`src/rtl/iws_pkg.sv`:
```
// Shared types, constants and character-class helpers for the identifier word splitter.
`timescale 1ns / 1ps
`default_nettype none
package iws_pkg;

    // Job queue depth between front and back; must be a power of two.
    localparam int QDEPTH = 4;
    localparam int QAW    = $clog2(QDEPTH);
    localparam int QCW    = QAW + 1;

    localparam logic [7:0] CH_UPPER_A = 8'h41;
    localparam logic [7:0] CH_UPPER_Z = 8'h5A;
    localparam logic [7:0] CH_LOWER_A = 8'h61;
    localparam logic [7:0] CH_LOWER_Z = 8'h7A;
    localparam logic [7:0] CH_DIGIT_0 = 8'h30;
    localparam logic [7:0] CH_DIGIT_9 = 8'h39;
    localparam logic [6:0] CASE_DELTA = 7'h20;

    typedef struct packed {
        logic [7:0] in_byte;
        logic       line_last;
    } t_in_item;

    typedef struct packed {
        logic [6:0] letter;
        logic       word_first;
        logic       end_of_line;
        logic       run_last;
    } t_out_item;

    // Everything one input byte asks the back end to emit, in order:
    // the held character, the final word byte, the end-of-line marker.
    typedef struct packed {
        logic       held_vld;
        logic [6:0] held_letter;
        logic       held_first;
        logic       new_vld;
        logic [6:0] new_letter;
        logic       new_first;
        logic       eol;
    } t_job;

    function automatic logic is_upper(input logic [7:0] c);
        return (c >= CH_UPPER_A) && (c <= CH_UPPER_Z);
    endfunction

    function automatic logic is_lower(input logic [7:0] c);
        return (c >= CH_LOWER_A) && (c <= CH_LOWER_Z);
    endfunction

    function automatic logic is_word(input logic [7:0] c);
        return is_upper(c) || is_lower(c) || ((c >= CH_DIGIT_0) && (c <= CH_DIGIT_9));
    endfunction

    function automatic logic [6:0] to_lower(input logic [6:0] c);
        return is_upper({1'b0, c}) ? (c + CASE_DELTA) : c;
    endfunction

endpackage
`default_nettype wire

```
`src/rtl/iws_front.sv`:
```
// Front end: accepts bytes, holds one word byte of lookahead and builds emit jobs.
`timescale 1ns / 1ps
`default_nettype none
module iws_front (
    input  wire                i_clk,
    input  wire                i_rst_n,
    input  wire                i_valid,
    input  iws_pkg::t_in_item  i_data,
    output logic               o_ready,
    input  wire                i_q_ready,
    output logic               o_push,
    output iws_pkg::t_job      o_job
);

    logic [6:0] r_held_char;
    logic       r_held_valid;
    logic       r_fresh;
    logic       r_before_upper;

    logic [6:0] n_held_char;
    logic       n_held_valid;
    logic       n_fresh;
    logic       n_before_upper;

    logic       w_accept;
    logic       w_word;
    logic       w_b_upper;
    logic       w_held_upper;

    assign o_ready      = i_q_ready;
    assign w_accept     = i_valid && i_q_ready;
    assign w_word       = iws_pkg::is_word(i_data.in_byte);
    assign w_b_upper    = iws_pkg::is_upper(i_data.in_byte);
    assign w_held_upper = r_held_valid && iws_pkg::is_upper({1'b0, r_held_char});

    always_comb begin
        o_job.held_vld    = r_held_valid;
        o_job.held_letter = iws_pkg::to_lower(r_held_char);
        // Held byte starts a word after a separator, at an upper after a non-upper,
        // or at the last upper of an upper run that a lowercase letter follows.
        o_job.held_first  = r_fresh || (iws_pkg::is_upper({1'b0, r_held_char}) &&
                            (!r_before_upper || iws_pkg::is_lower(i_data.in_byte)));
        o_job.new_vld     = i_data.line_last && w_word;
        o_job.new_letter  = iws_pkg::to_lower(i_data.in_byte[6:0]);
        // Final byte of the line has no lowercase lookahead.
        o_job.new_first   = !r_held_valid || (w_b_upper && !w_held_upper);
        o_job.eol         = i_data.line_last;
    end

    // Drop transactions that produce nothing.
    assign o_push = w_accept && (r_held_valid || i_data.line_last);

    always_comb begin
        n_held_char    = r_held_char;
        n_held_valid   = r_held_valid;
        n_fresh        = r_fresh;
        n_before_upper = r_before_upper;
        if (w_accept) begin
            if (w_word && !i_data.line_last) begin
                n_held_char    = i_data.in_byte[6:0];
                n_held_valid   = 1'b1;
                n_fresh        = !r_held_valid;
                n_before_upper = w_held_upper;
            end else begin
                n_held_char    = '0;
                n_held_valid   = 1'b0;
                n_fresh        = 1'b0;
                n_before_upper = 1'b0;
            end
        end
    end

    always_ff @(posedge i_clk) begin
        if (!i_rst_n) begin
            r_held_char    <= '0;
            r_held_valid   <= 1'b0;
            r_fresh        <= 1'b0;
            r_before_upper <= 1'b0;
        end else begin
            r_held_char    <= n_held_char;
            r_held_valid   <= n_held_valid;
            r_fresh        <= n_fresh;
            r_before_upper <= n_before_upper;
        end
    end

endmodule
`default_nettype wire

```
`src/rtl/iws_queue.sv`:
```
// Short job queue that decouples the front end from the output serializer.
`timescale 1ns / 1ps
`default_nettype none
module iws_queue (
    input  wire                 i_clk,
    input  wire                 i_rst_n,
    input  wire                 i_push,
    input  iws_pkg::t_job       i_job,
    output logic                o_ready,
    output logic                o_valid,
    input  wire                 i_pop,
    output iws_pkg::t_job       o_job
);

    iws_pkg::t_job                r_mem [iws_pkg::QDEPTH];
    logic [iws_pkg::QAW-1:0]      r_wr_ptr;
    logic [iws_pkg::QAW-1:0]      r_rd_ptr;
    logic [iws_pkg::QCW-1:0]      r_count;

    logic                         w_do_push;
    logic                         w_do_pop;

    assign o_ready   = (r_count != iws_pkg::QCW'(iws_pkg::QDEPTH));
    assign o_valid   = (r_count != '0);
    assign o_job     = r_mem[r_rd_ptr];
    assign w_do_push = i_push && o_ready;
    assign w_do_pop  = i_pop && o_valid;

    always_ff @(posedge i_clk) begin
        if (w_do_push) begin
            r_mem[r_wr_ptr] <= i_job;
        end
    end

    always_ff @(posedge i_clk) begin
        if (!i_rst_n) begin
            r_wr_ptr <= '0;
            r_rd_ptr <= '0;
            r_count  <= '0;
        end else begin
            if (w_do_push) begin
                r_wr_ptr <= r_wr_ptr + 1'b1;
            end
            if (w_do_pop) begin
                r_rd_ptr <= r_rd_ptr + 1'b1;
            end
            if (w_do_push && !w_do_pop) begin
                r_count <= r_count + 1'b1;
            end else if (w_do_pop && !w_do_push) begin
                r_count <= r_count - 1'b1;
            end
        end
    end

endmodule
`default_nettype wire

```
`src/rtl/iws_back.sv`:
```
// Back end: walks each job's parts, one result per unstalled cycle into the output register.
`timescale 1ns / 1ps
`default_nettype none
module iws_back (
    input  wire                 i_clk,
    input  wire                 i_rst_n,
    input  wire                 i_q_valid,
    input  iws_pkg::t_job       i_job,
    output logic                o_pop,
    output logic                o_valid,
    input  wire                 i_ready,
    output iws_pkg::t_out_item  o_data
);

    // Parts of the head job already emitted: held, new, end-of-line.
    logic [2:0]          r_done;
    logic [2:0]          n_done;
    logic                r_valid;
    iws_pkg::t_out_item  r_data;

    logic                w_p_held;
    logic                w_p_new;
    logic                w_p_eol;
    logic                w_load;
    logic [2:0]          w_sel;
    iws_pkg::t_out_item  w_item;

    assign w_p_held = i_job.held_vld && !r_done[0];
    assign w_p_new  = i_job.new_vld && !r_done[1];
    assign w_p_eol  = i_job.eol && !r_done[2];
    assign w_load   = i_q_valid && (!r_valid || i_ready);

    always_comb begin
        w_item = '0;
        w_sel  = 3'b100;
        if (w_p_held) begin
            w_sel              = 3'b001;
            w_item.letter      = i_job.held_letter;
            w_item.word_first  = i_job.held_first;
            w_item.run_last    = !(w_p_new || w_p_eol);
        end else if (w_p_new) begin
            w_sel              = 3'b010;
            w_item.letter      = i_job.new_letter;
            w_item.word_first  = i_job.new_first;
            w_item.run_last    = !w_p_eol;
        end else begin
            w_item.end_of_line = 1'b1;
            w_item.run_last    = 1'b1;
        end
    end

    // Retire the job with its last part; otherwise mark the part done.
    assign o_pop  = w_load && w_item.run_last;
    assign n_done = o_pop ? 3'b000 : (r_done | w_sel);

    always_ff @(posedge i_clk) begin
        if (!i_rst_n) begin
            r_done  <= '0;
            r_valid <= 1'b0;
        end else if (w_load) begin
            r_done  <= n_done;
            r_valid <= 1'b1;
        end else if (i_ready) begin
            r_valid <= 1'b0;
        end
    end

    always_ff @(posedge i_clk) begin
        if (w_load) begin
            r_data <= w_item;
        end
    end

    assign o_valid = r_valid;
    assign o_data  = r_data;

endmodule
`default_nettype wire

```
`src/rtl/identifier_word_splitter_top.sv`:
```
// Top level of the identifier word splitter: front end, job queue, output serializer.
// A result passes through the job queue and the output register. Throughput: one
// byte per cycle while the queue has room; a line-end byte yields up to three
// results via the single output register; the four-entry queue absorbs the burst.
// Reset: synchronous active-low i_rst_n empties the queue and the output register
// and clears the held byte.
`timescale 1ns / 1ps
`default_nettype none
module identifier_word_splitter_top (
    input  wire                 i_clk,
    input  wire                 i_rst_n,
    input  wire                 i_in_valid,
    output logic                o_in_ready,
    input  iws_pkg::t_in_item   i_in_data,
    output logic                o_out_valid,
    input  wire                 i_out_ready,
    output iws_pkg::t_out_item  o_out_data
);

    logic           w_push;
    logic           w_q_ready;
    iws_pkg::t_job  w_front_job;
    logic           w_q_valid;
    logic           w_pop;
    iws_pkg::t_job  w_head_job;

    iws_front u_front (
        .i_clk     (i_clk),
        .i_rst_n   (i_rst_n),
        .i_valid   (i_in_valid),
        .i_data    (i_in_data),
        .o_ready   (o_in_ready),
        .i_q_ready (w_q_ready),
        .o_push    (w_push),
        .o_job     (w_front_job)
    );

    iws_queue u_queue (
        .i_clk   (i_clk),
        .i_rst_n (i_rst_n),
        .i_push  (w_push),
        .i_job   (w_front_job),
        .o_ready (w_q_ready),
        .o_valid (w_q_valid),
        .i_pop   (w_pop),
        .o_job   (w_head_job)
    );

    iws_back u_back (
        .i_clk     (i_clk),
        .i_rst_n   (i_rst_n),
        .i_q_valid (w_q_valid),
        .i_job     (w_head_job),
        .o_pop     (w_pop),
        .o_valid   (o_out_valid),
        .i_ready   (i_out_ready),
        .o_data    (o_out_data)
    );

    a_eol_shape: assert property (@(posedge i_clk) disable iff (!i_rst_n)
        o_out_valid && o_out_data.end_of_line |->
            o_out_data.run_last && !o_out_data.word_first && (o_out_data.letter == 7'd0))
        else $error("end-of-line transaction malformed");

    a_no_upper_out: assert property (@(posedge i_clk) disable iff (!i_rst_n)
        o_out_valid && !o_out_data.end_of_line |->
            !((o_out_data.letter >= 7'h41) && (o_out_data.letter <= 7'h5A)))
        else $error("uppercase letter reached the output");

    a_drain_empty: assert property (@(posedge i_clk) disable iff (!i_rst_n)
        !w_q_valid && !(o_out_valid && !i_out_ready) |=> !o_out_valid)
        else $error("output valid without a queued job");

    a_pop_needs_job: assert property (@(posedge i_clk) disable iff (!i_rst_n)
        w_pop |-> w_q_valid && (!o_out_valid || i_out_ready))
        else $error("job retired without an output load");

endmodule
`default_nettype wire

```
`config.mk`:
```
export PLATFORM = sky130hd
export DESIGN_NAME = identifier_word_splitter_top
export DESIGN_NICKNAME = d
export VERILOG_FILES = /design/src/rtl/iws_pkg.sv /design/src/rtl/iws_front.sv /design/src/rtl/iws_queue.sv /design/src/rtl/iws_back.sv /design/src/rtl/identifier_word_splitter_top.sv
export SDC_FILE = /design/constraint.sdc
export NUM_CORES = 1
export LEC_CHECK = 0
export BUFFER_PORTS_ARGS = -buffer_cell sky130_fd_sc_hd__buf_2
export CAP_MARGIN = 20
export CORE_MARGIN = 2
export CORE_UTILIZATION = 49
export DETAILED_ROUTE_END_ITERATION = 10
export PLACE_DENSITY = 0.66
export RECOVER_POWER = 50
export SLEW_MARGIN = 20
export SYNTH_ARGS = -nofsm -noshare
export SYNTH_HDL_FRONTEND = slang
export SYNTH_SLANG_ARGS = --single-unit
```
`constraint.sdc`:
```
create_clock -name i_clk -period 2.9 [get_ports i_clk]
set_clock_uncertainty 0.05 [all_clocks]
set_input_delay 0.145 -clock i_clk [delete_from_list [all_inputs] [get_ports i_clk]]
set_output_delay 0.145 -clock i_clk [all_outputs]
set_load 0.005 [all_outputs]
```
Yosys cells after proc, flatten, opt, wreduce, memory -nomap -nowiden --
Memories as Yosys holds them, arrays and structs flattened. A register that Yosys moved wholly into a read port is not among the register bits. Index checks and enable logic that the tools add are counted.
Cells by class: bitwise operators 1, reductions and logical operators 44, equality and inequality tests 1, order comparisons 10, add/subtract/negate cells 6, mux-type cells 22
Operators with widths (count):
- logical AND 1 bit | 21
- two-way mux 7 bit | 3
- greater-or-equal comparator 8 x 7 -> 1 bit (second input constant) | 2
- less-or-equal comparator 8 x 7 -> 1 bit (second input constant) | 2
- two-way mux 8 bit | 2
- two-way mux 3 bit | 5
- adder 7 x 6 -> 7 bit (second input constant) | 2
- greater-or-equal comparator 7 bit (second input constant) | 2
- less-or-equal comparator 7 bit (second input constant) | 2
- logical NOT 1 bit | 12
- two-way mux 1 bit | 10
- greater-or-equal comparator 8 x 6 -> 1 bit (second input constant) | 1
- less-or-equal comparator 8 x 6 -> 1 bit (second input constant) | 1
- logical OR 1 bit | 8
- adder 2 x 1 -> 2 bit (second input constant) | 2
- two-way mux 2 bit | 2
- nonzero test 2 bit | 2
- adder 3 x 1 -> 3 bit (second input constant) | 1
- inequality test 3 bit (second input constant) | 1
- OR 3 bit | 1
- nonzero test 3 bit | 1
- subtractor 3 x 1 -> 3 bit (second input constant) | 1
Storage, ports and cells: RAM bits 76, logic and storage cells 98, output and inout bits 12, memories kept 1, input bits 13, bits in registers 31
Memories:
- u_queue.r_mem | depth 4, bits a word 19, rd ports 1, clocked after memory_dff 1, wr ports 1, line iws_queue.sv:15 | iws_pkg::t_job r_mem [iws_pkg::QDEPTH];

Longest topological paths before layout --
word-level depth 10, gate-level depth with buffers 12

By module --
From an unflattened synthesis, not the netlist that was laid out.
Second synthesis, totals: cells, all modules 288, area, all modules 4732.0 um2
Modules (own cells, without submodules):
- iws_queue | cells each 147, area an instance 3280.6 um2, times used 1
- iws_front | cells each 90, area an instance 794.5 um2, times used 1
- iws_back | cells each 51, area an instance 656.9 um2, times used 1

Worst setup path after synthesis --
OpenSTA, ideal clock, no wires.
path type reg-to-reg, start point register with a tool-made name, end point register u_queue.r_count[2] (netlist name), slack 0.360 ns, buffers on the path 1, library setup time 0.071 ns, data arrival time 2.419 ns, stages on the path, launching flop included 12, cell sequence dfxtp_1 -> buf_4 -> nor2b_1 -> a22oi_4 -> o211ai_2 -> and2_4 -> ha_1 -> inv_1 -> fa_1 -> xor2_1 -> or3_1 -> a21oi_1
RTL lines:
- to (signal assigned) | line iws_queue.sv:48 | r_count <= r_count + 1'b1;
- to (signal assigned) | line iws_queue.sv:50 | r_count <= r_count - 1'b1;
- to (decl) | line iws_queue.sv:18 | logic [iws_pkg::QCW-1:0] r_count;

==> summary.txt <==
Synthesis
  – Unique masters post-synth: 64
  – Synthesis Warnings: 0
  – Top FF cell, synth: edfxtp_1
  – Post-synthesis net count: roughly 320
  – Area leader, netlist: edfxtp_1
  – Share of flip-flops with an asynchronous set or reset: 0%
  – Synth cell count leaders: edfxtp_1, dfxtp_1, nand2_1
  – Post-synth top area share: 55.8%
  – Count leader, synth: edfxtp_1
  – Top cells by area, synth: edfxtp_1, dfxtp_1, mux4_2, ha_1, nand2_1
  – Mean Syn Cell Area: 15.5 sq um
  – Synth Register Bits: between 100 and 150
  – EDFF count, synth: 86
  – Cell count after synthesis: 298
  – Cell Area, Synth: roughly 4600 sq um
  – Sequential share of the synthesized area: 65.7%

Setup path
  – Crit path largest cell delay: about 0.50 ns
  – CP max stage cell: dfxtp_1
  – Worst Setup Start Kind: register
  – FF-to-FF path depth: 10
  – Reg2reg setup slack: between 0.2 and 0.3 ns
  – Critical path class: reg -> reg
  – WP data arrival: 2.89 ns
  – Critical R2R Capture: u_queue.r_count[2]
  – CP required: 3.15 ns
  – Worst-path fanout max: 6
  – CP cell instances: mux4_2, or2b_1, o211ai_2, and2_4, ha_1, inv_1, fa_1, xor2_1, or3_1, a21oi_1
  – Critical path capture point type: register

Clock tree
  – CTS tree: built
  – Setup repair bufs after CTS: 0
  – Cts hold-fix bufs: 2
  – CTS root buf: clkbuf_8
  – H-tree depth: 3
  – CTS buffer count: 9
  – CTS clock-pin slew for the worst setup and hold paths: 0.11 ns
  – Skew-Pair Late Insertion Delay: roughly 0.36 ns
  – Maximum clock insertion buffer count: 2
  – Post_cts resized: 0
  – Num Clock Sinks: 109

Timing
  – Hold Slack: about 0.057 ns
  – Max Freq: around 380 MHz
  – RSZ-0062 raised after global routing: false
  – Final worst-path cycle share: about nine tenths
  – Setup TNS: 0 ns
  – Worst-Margin Slew: approximately 0.84 ns
  – Final hold violation count: 0
  – Fin crit period: approximately 2.6 ns
  – Max-slew headroom: ~43%
  – Slew Limit Fails: 0
  – # setup viols final: 0

Global route
  – Vias in the first global route: 2,564
  – Initial antenna violation count: 0
  – GRT Residual Overflow: 0
  – Tot GR Track Use: between 10% and 20%
  – Largest net degree at the start of global routing: 20
  – Global-route wire length before repair: 13,400 microns

Power and ir drop
  – Peak VDD IR: between 0.2 and 0.3 mV
  – Total power: ~4200 uW
  – Pleak: 0.00178 uW
  – PD cells: around 820 nW/um^2

Placement
  – I/O Buffers: 24
  – GPL Wtd Cong: 0.784
  – HPWL Detailed: about 5500 microns

Finish
  – Register area: around 3000 sq um
  – N_diodes: 0
  – Area of the multi-input gates: 1470 sq um
  – Share of layout cells above drive strength 1: a little over a fifth
  – Final net count: 361
  – Filler cells: about 750
  – Area grow syn2layout: 10.0%

Die
  – Placeable Area: 9200 sq um
  – Die width: 101 microns
  – I/O pins: 25
  – Cell Rows: 35
  – Die area: between 10,000 and 15,000 sq um
  – Starting Density: about half
  – Die Y: roughly 100 microns

Detailed routing
  – Via Count: ~2,600
  – Initial drt markers: around 160
  – Drt wl/cell: 18.3 microns
  – Post-DRT Antenna Nets: 0
  – Detailed-route DRC error count: 0
  – Drt total wl: 8300 microns
  – First-pass iteration count of the detailed router: 4
  – Via density per instance: about 5.8

Flow run
  – Max-cap violations: 0

Hold path
  – Worst Hold Path EP: u_queue.r_rd_ptr[1]
  – Number of cells on the worst hold path: 3
  – Worst hold path class: in -> reg
  – Hold path start: i_rst_n

Status
  – Status: finished, final reports clean
-- registers in the layout (all words and copies together) (netlist names), named ones only --
| name | flops |
|---|---|
| u_queue.r_mem | 76 |
| u_front.r_before_upper | 1 |
| u_front.r_held_char | 7 |
| u_back.o_valid | 1 |
| u_front.r_fresh | 1 |
| u_queue.r_wr_ptr | 2 |
| u_queue.r_rd_ptr | 2 |
| u_back.r_done | 3 |
| u_queue.r_count | 3 |
| u_back.o_data | 10 |
| u_front.r_held_valid | 1 |
-- routing by layer --
layer / track usage (%) / vias to the layer above / share of wire [%]
met4: 5.72 / 0 / 1.1
met5: 0 / - / 0
met2: 26.8 / 69 / 47
met3: 3.04 / 7 / 4.4
met1: 25.4 / 1322 / 48
li1: - / 1224 / -
-- where the power goes --
| part | internal (uW) | total [uW] | leakage [uW] | switching, uW |
|---|---|---|---|---|
| sequential | 1930 | 2010 | 0.000987 | 86.5 |
| clock | 401 | 910 | 0.0000937 | 508 |
| combinational | 575 | 1270 | 0.000699 | 696 |
-- cell type report --
| class | count | share of cell area, % |
|---|---|---|
| clock buffers | 9 | 2.43 |
| well taps | 111 | 2.73 |
| flip-flops and latches | 109 | 59.7 |
| inverters | 13 | 0.958 |
| clock inverters | 7 | 1.40 |
| repair buffers | 37 | 3.98 |
| multi-input cells | 167 | 28.8 |
-- critical path: cells and delay by family (launching register included) --
| family | cells | cell delay (ns) |
|---|---|---|
| buffers and inverters | 1 | 0.06 |
| AND/OR/NAND/NOR | 3 | 0.76 |
| XOR/XNOR | 1 | 0.15 |
| multiplexers | 1 | 0.28 |
| AO/OA/AOI/OAI | 2 | 0.24 |
| adder cells (fa/ha/maj) | 2 | 0.54 |
| flip-flops | 1 | 0.50 |
-- how the worst max path moves through the flow --
stage,startpoint,endpoint,slack (ns),cells after the start
floorplan,register,u_queue.r_count[2],0.36,11
global placement,register,u_queue.r_count[2],0.34,10
detailed placement,register,u_queue.r_count[2],0.28,10
CTS,register,u_queue.r_count[2],0.26,10
global route,register,u_queue.r_count[2],0.09,11
finish,register,u_queue.r_count[2],0.26,10
-- logic make-up after synthesis --
family | synth area share, %
compound gates | 7.75
xor+xnor | 0.946
fa+ha+maj | 3.35
buf+inv | 2.43
flops | 65.7
mux | 10.6
simple gates | 9.18
-- layout by cell type (no fill, tap or decap), types with 2 or more instances in the layout --
master / count
nor2b_1: 2
mux2i_1: 7
nand2b_1: 3
buf_4: 9
xor2_1: 2
buf_2: 14
a21o_1: 2
a22o_1: 7
a21oi_1: 8
ha_1: 10
and2_0: 2
nand4b_1: 2
nand3_1: 9
clkinvlp_4: 2
dlygate4sd3_1: 2
nor4_1: 2
mux4_2: 17
edfxtp_1: 86
and2_1: 3
or2_2: 2
o21ai_0: 3
clkbuf_1: 12
inv_1: 12
o22ai_1: 2
clkbuf_8: 9
a32oi_1: 2
inv_6: 2
dfxtp_1: 23
nand2_1: 22
nor2_1: 17
nor3_1: 5
xnor2_1: 3
or3_1: 2
-- metrics by stage --
step                      util, %  instances  area [sq um]  worst slack, ns
after detailed placement     53.4        435          4910            0.277
after global routing         55.4        453          5100           0.0907
final                        55.4        453          5100            0.260
after CTS                    55.7        453          5120            0.256
after floorplan                 -        298          4630            0.360
after global placement       53.4        435          4910            0.335
No activity file was read; power rests on OpenSTA's default activity.
